`src/hw/rtl/nsr_pkg.sv`:
```
// package for the newton square root unit: widths, reset values,
// register indexes and the sequencer state type; no dependencies
package nsr_pkg;

  localparam int FRAC_BITS_DEFAULT = 16;

  localparam int EST_W   = 32;
  localparam int ROOT_W  = 25;
  localparam int STEPS_W = 8;
  localparam int TOL_W   = 16;
  localparam int CFG_W   = 16;
  localparam int INDEX_W = 1;

  localparam int IN_TDATA_W  = 32;
  localparam int OUT_TDATA_W = 40;

  localparam logic [TOL_W-1:0]   TOLERANCE_RESET      = 16'd7;
  localparam logic [STEPS_W-1:0] MAX_ITERATIONS_RESET = 8'd100;

  localparam logic [INDEX_W-1:0] REG_TOLERANCE      = 1'b0;
  localparam logic [INDEX_W-1:0] REG_MAX_ITERATIONS = 1'b1;

  typedef enum logic [6:0] {
    ST_IDLE = 7'b0000001,
    ST_MUL  = 7'b0000010,
    ST_SUB  = 7'b0000100,
    ST_PREP = 7'b0001000,
    ST_DIV  = 7'b0010000,
    ST_UPD  = 7'b0100000,
    ST_DONE = 7'b1000000
  } state_t;

endpackage

```
`src/hw/rtl/newton_square_root_unit.sv`:
```
// newton square root unit: one shared multiplier and a shift-subtract divider
// run under a small sequencer; depends on nsr_pkg
//
// Takes one unsigned fixed-point value per transfer and returns its square root
// by Newton iteration, starting from the value itself, with the number of steps
// taken and a flag that is set when the change fell to the tolerance register or
// below (clear when max_iterations stopped it). Each Newton step squares the
// estimate, forms the residual, sets up the divide, runs the one-bit-a-cycle
// quotient and then updates the estimate; a step whose correction would overflow
// the estimate skips the divide; a zero input goes straight to the done state. The
// input is not ready while an item is being worked on; a finished result waits
// in the output register and does not hold up the next input. Configuration is
// to be written only while the unit is idle; the unit does not enforce this.
module newton_square_root_unit #(
  parameter int FRAC_BITS = nsr_pkg::FRAC_BITS_DEFAULT
) (
  input  logic                               clk,
  input  logic                               rst,
  input  logic                               cfg_wr_en,
  input  logic [nsr_pkg::INDEX_W-1:0]        cfg_index,
  input  logic [nsr_pkg::CFG_W-1:0]          cfg_wdata,
  input  logic                               s_tvalid,
  output logic                               s_tready,
  // value [31:0]
  input  logic [nsr_pkg::IN_TDATA_W-1:0]     s_tdata,
  output logic                               m_tvalid,
  input  logic                               m_tready,
  // root [24:0], steps_used [32:25], converged [33], zero [39:34]
  output logic [nsr_pkg::OUT_TDATA_W-1:0]    m_tdata
);

  localparam int EST_W   = nsr_pkg::EST_W;
  localparam int SQ_W    = 2 * EST_W;
  localparam int M_W     = EST_W + FRAC_BITS;
  localparam int NUM_W   = (M_W > SQ_W) ? M_W : SQ_W;
  localparam int HI_W    = NUM_W - EST_W;
  localparam int DEN_W   = EST_W + 1;
  localparam int CMP_W   = (HI_W > DEN_W) ? HI_W : DEN_W;
  localparam int CNT_W   = $clog2(EST_W);
  localparam int ROOT_W  = nsr_pkg::ROOT_W;
  localparam int STEPS_W = nsr_pkg::STEPS_W;
  localparam int PAD_W   = nsr_pkg::OUT_TDATA_W - ROOT_W - STEPS_W - 1;

  localparam logic [CNT_W-1:0] CNT_LAST = CNT_W'(EST_W - 1);

  nsr_pkg::state_t state;

  logic [nsr_pkg::TOL_W-1:0] tolerance;
  logic [STEPS_W-1:0]        max_iterations;

  logic [M_W-1:0]     m;
  logic [EST_W-1:0]   x;
  logic [SQ_W-1:0]    sq;
  logic               ge;
  logic               ovf;
  logic [NUM_W-1:0]   dvd;
  logic [DEN_W-1:0]   rem;
  logic [CNT_W-1:0]   cnt;
  logic [STEPS_W-1:0] steps;
  logic               conv;

  logic [ROOT_W-1:0]  root_out;
  logic [STEPS_W-1:0] steps_out;
  logic               conv_out;

  logic [DEN_W-1:0]   den;
  logic [NUM_W-1:0]   sq_ext;
  logic [NUM_W-1:0]   m_ext;
  logic [HI_W-1:0]    dvd_hi;
  logic [DEN_W:0]     trial;
  logic               trial_ge;
  logic [EST_W-1:0]   quo;
  logic [EST_W:0]     sum;
  logic               sat;
  logic [EST_W-1:0]   x_next;
  logic [EST_W-1:0]   diff;
  logic               hit;
  logic [STEPS_W-1:0] steps_next;
  logic               out_free;

  assign s_tready = (state == nsr_pkg::ST_IDLE);
  assign m_tdata  = {{PAD_W{1'b0}}, conv_out, steps_out, root_out};
  assign out_free = !m_tvalid || m_tready;

  assign den    = {x, 1'b0};
  assign sq_ext = NUM_W'(sq);
  assign m_ext  = NUM_W'(m);
  assign dvd_hi = dvd[NUM_W-1:EST_W];

  // restoring divide, one quotient bit a cycle
  assign trial    = {rem, dvd[EST_W-1]};
  assign trial_ge = trial >= {1'b0, den};
  assign quo      = dvd[EST_W-1:0];

  // estimate update with saturation
  assign sum        = {1'b0, x} + {1'b0, quo};
  assign sat        = !ge && (ovf || sum[EST_W]);
  assign x_next     = ge ? (x - quo) : (sat ? {EST_W{1'b1}} : sum[EST_W-1:0]);
  assign diff       = sat ? ~x : quo;
  assign hit        = diff <= EST_W'(tolerance);
  assign steps_next = steps + STEPS_W'(1);

  always_ff @(posedge clk) begin
    if (rst) begin
      tolerance      <= nsr_pkg::TOLERANCE_RESET;
      max_iterations <= nsr_pkg::MAX_ITERATIONS_RESET;
    end else if (cfg_wr_en) begin
      case (cfg_index)
        nsr_pkg::REG_TOLERANCE:      tolerance      <= cfg_wdata[nsr_pkg::TOL_W-1:0];
        nsr_pkg::REG_MAX_ITERATIONS: max_iterations <= cfg_wdata[STEPS_W-1:0];
        default: ;
      endcase
    end
  end

  always_ff @(posedge clk) begin
    if (rst) begin
      state    <= nsr_pkg::ST_IDLE;
      m_tvalid <= 1'b0;
    end else begin
      if (m_tvalid && m_tready && (state != nsr_pkg::ST_DONE)) begin
        m_tvalid <= 1'b0;
      end
      case (state)
        nsr_pkg::ST_IDLE: begin
          if (s_tvalid) begin
            x     <= s_tdata[EST_W-1:0];
            m     <= {s_tdata[EST_W-1:0], {FRAC_BITS{1'b0}}};
            steps <= '0;
            conv  <= 1'b1;
            if (s_tdata[EST_W-1:0] == '0) begin
              state <= nsr_pkg::ST_DONE;
            end else begin
              state <= nsr_pkg::ST_MUL;
            end
          end
        end
        nsr_pkg::ST_MUL: begin
          sq    <= SQ_W'(x) * SQ_W'(x);
          state <= nsr_pkg::ST_SUB;
        end
        nsr_pkg::ST_SUB: begin
          ge <= sq_ext >= m_ext;
          if (sq_ext >= m_ext) begin
            dvd <= sq_ext - m_ext;
          end else begin
            dvd <= m_ext - sq_ext;
          end
          state <= nsr_pkg::ST_PREP;
        end
        nsr_pkg::ST_PREP: begin
          rem <= DEN_W'(dvd_hi);
          cnt <= '0;
          ovf <= CMP_W'(dvd_hi) >= CMP_W'(den);
          if (CMP_W'(dvd_hi) >= CMP_W'(den)) begin
            state <= nsr_pkg::ST_UPD;
          end else begin
            state <= nsr_pkg::ST_DIV;
          end
        end
        nsr_pkg::ST_DIV: begin
          if (trial_ge) begin
            rem <= DEN_W'(trial - {1'b0, den});
          end else begin
            rem <= DEN_W'(trial);
          end
          dvd[EST_W-1:0] <= {dvd[EST_W-2:0], trial_ge};
          cnt            <= cnt + CNT_W'(1);
          if (cnt == CNT_LAST) begin
            state <= nsr_pkg::ST_UPD;
          end
        end
        nsr_pkg::ST_UPD: begin
          x     <= x_next;
          steps <= steps_next;
          conv  <= hit;
          if (hit || (steps_next >= max_iterations)) begin
            state <= nsr_pkg::ST_DONE;
          end else begin
            state <= nsr_pkg::ST_MUL;
          end
        end
        nsr_pkg::ST_DONE: begin
          if (out_free) begin
            m_tvalid  <= 1'b1;
            root_out  <= (x[EST_W-1:ROOT_W] != '0) ? {ROOT_W{1'b1}} : x[ROOT_W-1:0];
            steps_out <= steps;
            conv_out  <= conv;
            state     <= nsr_pkg::ST_IDLE;
          end
        end
        default: begin
          state <= nsr_pkg::ST_IDLE;
        end
      endcase
    end
  end

endmodule
```
`config.mk`:
```
export PLATFORM = sky130hd
export DESIGN_NAME = newton_square_root_unit
export DESIGN_NICKNAME = d
export VERILOG_FILES = /design/src/hw/rtl/nsr_pkg.sv /design/src/hw/rtl/newton_square_root_unit.sv
export SDC_FILE = /design/constraint.sdc
export NUM_CORES = 2
export LEC_CHECK = 0
export ABC_AREA = 1
export BUFFER_PORTS_ARGS = -buffer_cell sky130_fd_sc_hd__buf_2
export CORE_ASPECT_RATIO = 0.9
export CORE_MARGIN = 4
export CORE_UTILIZATION = 50
export DETAILED_ROUTE_END_ITERATION = 8
export PLACE_DENSITY = 0.66
export SLEW_MARGIN = 20
export SYNTH_ARGS = -nofsm -noshare
export SYNTH_HDL_FRONTEND = slang
export SYNTH_SLANG_ARGS = --single-unit
```
`constraint.sdc`:
```
create_clock -name clk -period 17.64 [get_ports clk]
set_clock_uncertainty 0.1 [all_clocks]
set_input_delay 1.764 -clock clk [delete_from_list [all_inputs] [get_ports clk]]
set_output_delay 1.764 -clock clk [all_outputs]
set_load 0.05 [all_outputs]
```
== Yosys cells after proc, flatten, opt, wreduce, memory -nomap -nowiden ==
Index checks and enable logic that the tools add are counted.

* $add $sub $neg: 7
* Multipliers: 1
* Div/mod/pow operators: 0
* Magnitude comparators: 5
* Equal/unequal tests: 12
* Shift operators: 0
* Multiplexer cells: 24
* Bitwise gates (word level): 3
* Reduce and logical (&&, ||, !) cells: 24

{| class="wikitable"
|+ Operators with widths
! cell !! count
|-
| $mux 32 || 4
|-
| $pmux 32 s2 || 2
|-
| $pmux 33 s2 || 1
|-
| $ge 64x48->1 || 1
|-
| $mul 32x32->64 || 1
|-
| $mux 64 || 1
|-
| $sub 48x64->64 || 1
|-
| $sub 64x48->64 || 1
|-
| $pmux 7 s7 || 1
|-
| $mux 7 || 5
|-
| $ge 34x33->1 || 1
|-
| $add 32x32->33 || 1
|-
| $ge 32x33->1 || 1
|-
| $mux 33 || 1
|-
| $sub 33x33->33 || 1
|-
| $le 32x16->1 || 1
|-
| $logic_not 32->1 || 1
|-
| $not 32->32 || 1
|-
| $sub 32x32->32 || 1
|-
| $pmux 8 s2 || 1
|-
| $reduce_and 2->1 || 7
|-
| $reduce_and 3->1 || 4
|-
| $pmux 5 s2 || 1
|-
| $add 8x1->8 const B || 1
|-
| other kinds (22) || 35
|}

* Register bits: 307
* Latch bits: 0
* RAM bits: 0
* Memory bits (read-only): 0
* Input port bits: 54
* Output and inout port bits: 42
* Word-level logic and storage cells: 94
* Memories kept: 0

== Logic depth before layout (Yosys ltp) ==
* Depth in word-level cells: 8
* Mapped depth: 33
* Depth with buffers taken out: 31

== Least setup slack after synthesis ==
No wires, ideal clock.

* Path type: reg-to-reg
* From: register x[28]
* To: register sq[55], data pin
* Setup time: 258 ps
* Data arrival time: 6897 ps
* Data required time: 17282 ps
* Path slack: 10385 ps
* Stages on the path, launching flop included: 28
* Buffers on the path: 3
* Period minus slack after synthesis: 7255 ps
* Cells stage by stage: edfxtp_1 clkbuf_1 clkbuf_1 buf_1 nand2_1 fa_1 inv_1 fa_1 fa_1 inv_1 fa_1 inv_1 fa_1 fa_1 fa_1 inv_1 fa_1 inv_1 ha_1 inv_1 o21ai_0 a21oi_1 o21ai_0 a21oi_1 nand3_1 a21o_1 a21oi_1 xnor2_1

* Cells in the longest elaborated chain, start to end: 1

{| class="wikitable"
|+ RTL lines
! element !! RTL line !! text
|-
| start, declared || newton_square_root_unit.sv:52 || <nowiki>logic [EST_W-1:0] x;</nowiki>
|-
| start signal, assigned || newton_square_root_unit.sv:127 || <nowiki>x <= s_tdata[EST_W-1:0];</nowiki>
|-
| start signal, assigned || newton_square_root_unit.sv:174 || <nowiki>x <= x_next;</nowiki>
|-
| $mul 32x32->64 || newton_square_root_unit.sv:139 || <nowiki>sq <= SQ_W'(x) * SQ_W'(x);</nowiki>
|-
| end signal, assigned || newton_square_root_unit.sv:139 ||
|-
| end, declared || newton_square_root_unit.sv:53 || <nowiki>logic [SQ_W-1:0] sq;</nowiki>
|}

Every way passes these cells.
A chain may end at the register's enable or synchronous reset.

== Worst setup path after layout ==
* From: register x[18]
* To: register sq[58], data pin

The elaborated chain is that of the path after synthesis.

==> results.py <==
metrics = {
    "outcome": {
        "outcome": "finished, final reports clean",
    },
    "worst_setup_path": {
        "cp-end-kind": "register",
        "r2r-start": "x[18]",
        "crit_slowest_cell": "fa_1",
        "critPathLaunch": "x[18]",
        "rrSetupSlack_ns": 9.40,
        "ff2ff_path_depth": 25,
        "crit_type": "register to register",
        "critPathCapture": "sq[58]",
        "critPathRequiredTime_ns": 17.85,
        "start_kind": "register",
        "cp_data_arrival_time_ns": 8.45,
        "worstPathMaxFanout": 35,
        "slowest_delay_ns": 0.57,
        "crit_top_cell": "fa_1",
        "r2r_end": "sq[58]",
    },
    "synthesis": {
        "ys_seq_area_frac": 0.161,
        "synth_warnings": 0,
        "synth_flop_cell": "edfxtp_1",
        "synth_area_per_cell_um2": 7.98,
        "synthDistinctLibCells": 68,
        "synth-async-reset-ratio": 0,
        "netlist_area_um2": 55200,
        "synth-seq-cells": 306,
        "synth-edff-count": 274,
        "synthCells": 6912,
    },
    "routing": {
        "num_vias": 46312,
        "antenna_left": 0,
        "dr.pass1.iters": 6,
        "wire_per_inst_um": 22.5,
        "routed_via_density": 5.53,
        "drt-total-wl_um": 188000,
        "drc": 0,
        "drtIter0Drc": 5140,
    },
    "timing": {
        "timing.slew.headroom": 0.306,
        "fin_crit_sh": 0.467,
        "setup_slack_ns": 9.40,
        "grt_setup_unrepaired": "false",
        "hold_viol": 0,
        "period_minus_slack_ns": 8.24,
        "slew_violations": 0,
        "max_freq_mhz": 121,
        "fin_tns_setup_ns": 0,
        "worst_slew_pin_slew_ns": 1.03,
        "setup_viol": 0,
    },
    "cts": {
        "cts_tree": "done",
        "post_cts_resized": 0,
        "cts_buffer_depth": 3,
        "cts_buffers": 36,
        "clock_sinks": 306,
        "cts_hold_buf": 0,
        "htreeDepth": 2,
        "postCtsSetupRepairBufs": 0,
        "clkTransAtPathRegs_ns": 0.06,
        "clock-root-buffer": "clkbuf_16",
        "clk_latency_ns": 0.58,
    },
    "place": {
        "gp_congestion": 1.03,
        "place_area_um2": 56900,
        "post-place-ws_ns": 9.59,
        "dp_hpwl_um": 153000,
        "port_buffers": 89,
        "dpl.cell_count": 8307,
    },
    "layout": {
        "drive_gt1_frac": 0.0488,
        "layoutNonFillerInstCount": 8374,
        "final_cell_mix": "inv_1 (1,726), nand2_1 (1,287), fa_1 (797)",
        "seq_area_um2": 8870,
        "multi_input_area_um2": 38800,
        "fillers": 10551,
        "final_nets": 8248,
        "syn_to_final_growth_pct": 5.32,
        "layout_commonest_cell": "inv_1",
        "finish.instance_area_um2": 58100,
    },
    "global_routing": {
        "grt_pass1_wl_um": 286000,
        "grt.total_usage": 0.329,
        "gr-total-overflow": 0,
        "grt_max_degree": 64,
        "antenna_found_initial": 5,
        "grt_pass1_vias": 46891,
    },
    "floorplan": {
        "dieArea_um2": 116000,
        "die_height_um": 323,
        "core_area_um2": 109000,
        "boundaryPins": 96,
        "rows": 115,
        "initial_core_util": 0.505,
        "fp.dieW_um": 358,
    },
    "flow_run": {
        "timing.max_cap.violations": 0,
    },
    "worst_hold_path": {
        "hold_class": "register to register",
    },
}
-- flip-flops by register name, summed over array words and instances (netlist names), 5 cells and up --
register and flops:
steps 8, tolerance 16, max_iterations 8, sq 63, root_out 25, state 7
rem 33, x 32, steps_out 8, m 32, cnt 5, dvd 64
-- area by class of cell --
class	instances	share of cell area
Antenna cell	1	0.0000431
Clock buffer	43	0.0165
Timing Repair Buffer	144	0.0150
Tap cell	1462	0.0315
Sequential cell	306	0.153
Multi-Input combinational cell	4635	0.667
Clock inverter	22	0.00349
Inverter	1761	0.114
-- synthesized netlist by cell type (9+ instances only) --
cell type	instances	area share
inv_2	34	0.0023
edfxtp_1	274	0.15
o21a_1	19	0.0026
nor4_1	23	0.0026
o21ai_1	49	0.0044
nor2_1	451	0.031
dfxtp_1	32	0.012
nand2_1	1289	0.088
nand4_1	52	0.0059
or2_1	9	0.0010
nor3_1	59	0.0054
xor2_1	156	0.025
fa_1	797	0.29
nand3b_1	10	0.0014
o211ai_1	32	0.0044
nor2_2	20	0.0023
a21boi_0	12	0.0016
clkbuf_1	133	0.0090
a21oi_2	10	0.0016
buf_4	21	0.0029
buf_2	30	0.0027
o21ai_0	265	0.024
xnor2_1	75	0.012
a21o_1	24	0.0033
ha_1	513	0.12
or2_2	10	0.0011
inv_1	1727	0.12
nand3_1	170	0.015
buf_1	17	0.0012
o21bai_1	48	0.0065
nand2_2	14	0.0016
buf_6	11	0.0022
a31oi_1	39	0.0044
a21oi_1	397	0.036
o221ai_1	11	0.0017
-- how the worst min path moves through the flow --
stage          start       end  slack [ns]  cells after the start
2_1_floorplan   conv  conv_out        0.30                      0
3_3_place_gp    conv  conv_out        0.31                      0
3_5_place_dp    conv  conv_out        0.31                      0
4_1_cts         conv  conv_out        0.32                      0
5_1_grt         conv  conv_out        0.34                      0
6_report        conv  conv_out        0.32                      0
-- critical path, delay by kind of cell (launching register included) --
| kind | cells | cell delay (ns) |
|---|---|---|
| compound gates | 3 | 0.56 |
| flops | 1 | 0.45 |
| xor+xnor | 2 | 0.60 |
| fa+ha+maj | 9 | 4.15 |
| simple gates | 5 | 0.86 |
| buf+inv | 6 | 1.18 |
-- kinds of logic after synthesis --
kind of cell | share of synthesized area
other | 0.0000680
AO/OA/AOI/OAI | 0.0978
AND/OR/NAND/NOR | 0.161
XOR/XNOR | 0.0367
adder cells (fa/ha/maj) | 0.405
flip-flops | 0.161
buffers and inverters | 0.138
-- metrics by stage --
| step | utilization | hold WS, ns |
|---|---|---|
| floorplan | - | 0.300 |
| global placement | 0.521 | 0.307 |
| detailed placement | 0.521 | 0.307 |
| CTS | 0.531 | 0.322 |
| global route | 0.531 | 0.343 |
| finish | 0.531 | 0.324 |
-- per-layer routing --
| layer | GRT usage | part of all wire | up-vias | routed length, µm |
|---|---|---|---|---|
| li1 | - | - | 21130 | - |
| met2 | 0.484 | 0.42 | 2275 | 78200 |
| met3 | 0.0798 | 0.11 | 335 | 21000 |
| met1 | 0.474 | 0.43 | 22570 | 80600 |
| met4 | 0.121 | 0.045 | 2 | 8470 |
| met5 | 0 | 0.000069 | - | 13 |
Power is not shown: default switching activity piles up to over one toggle a cycle in this logic, so the estimate is an artifact.
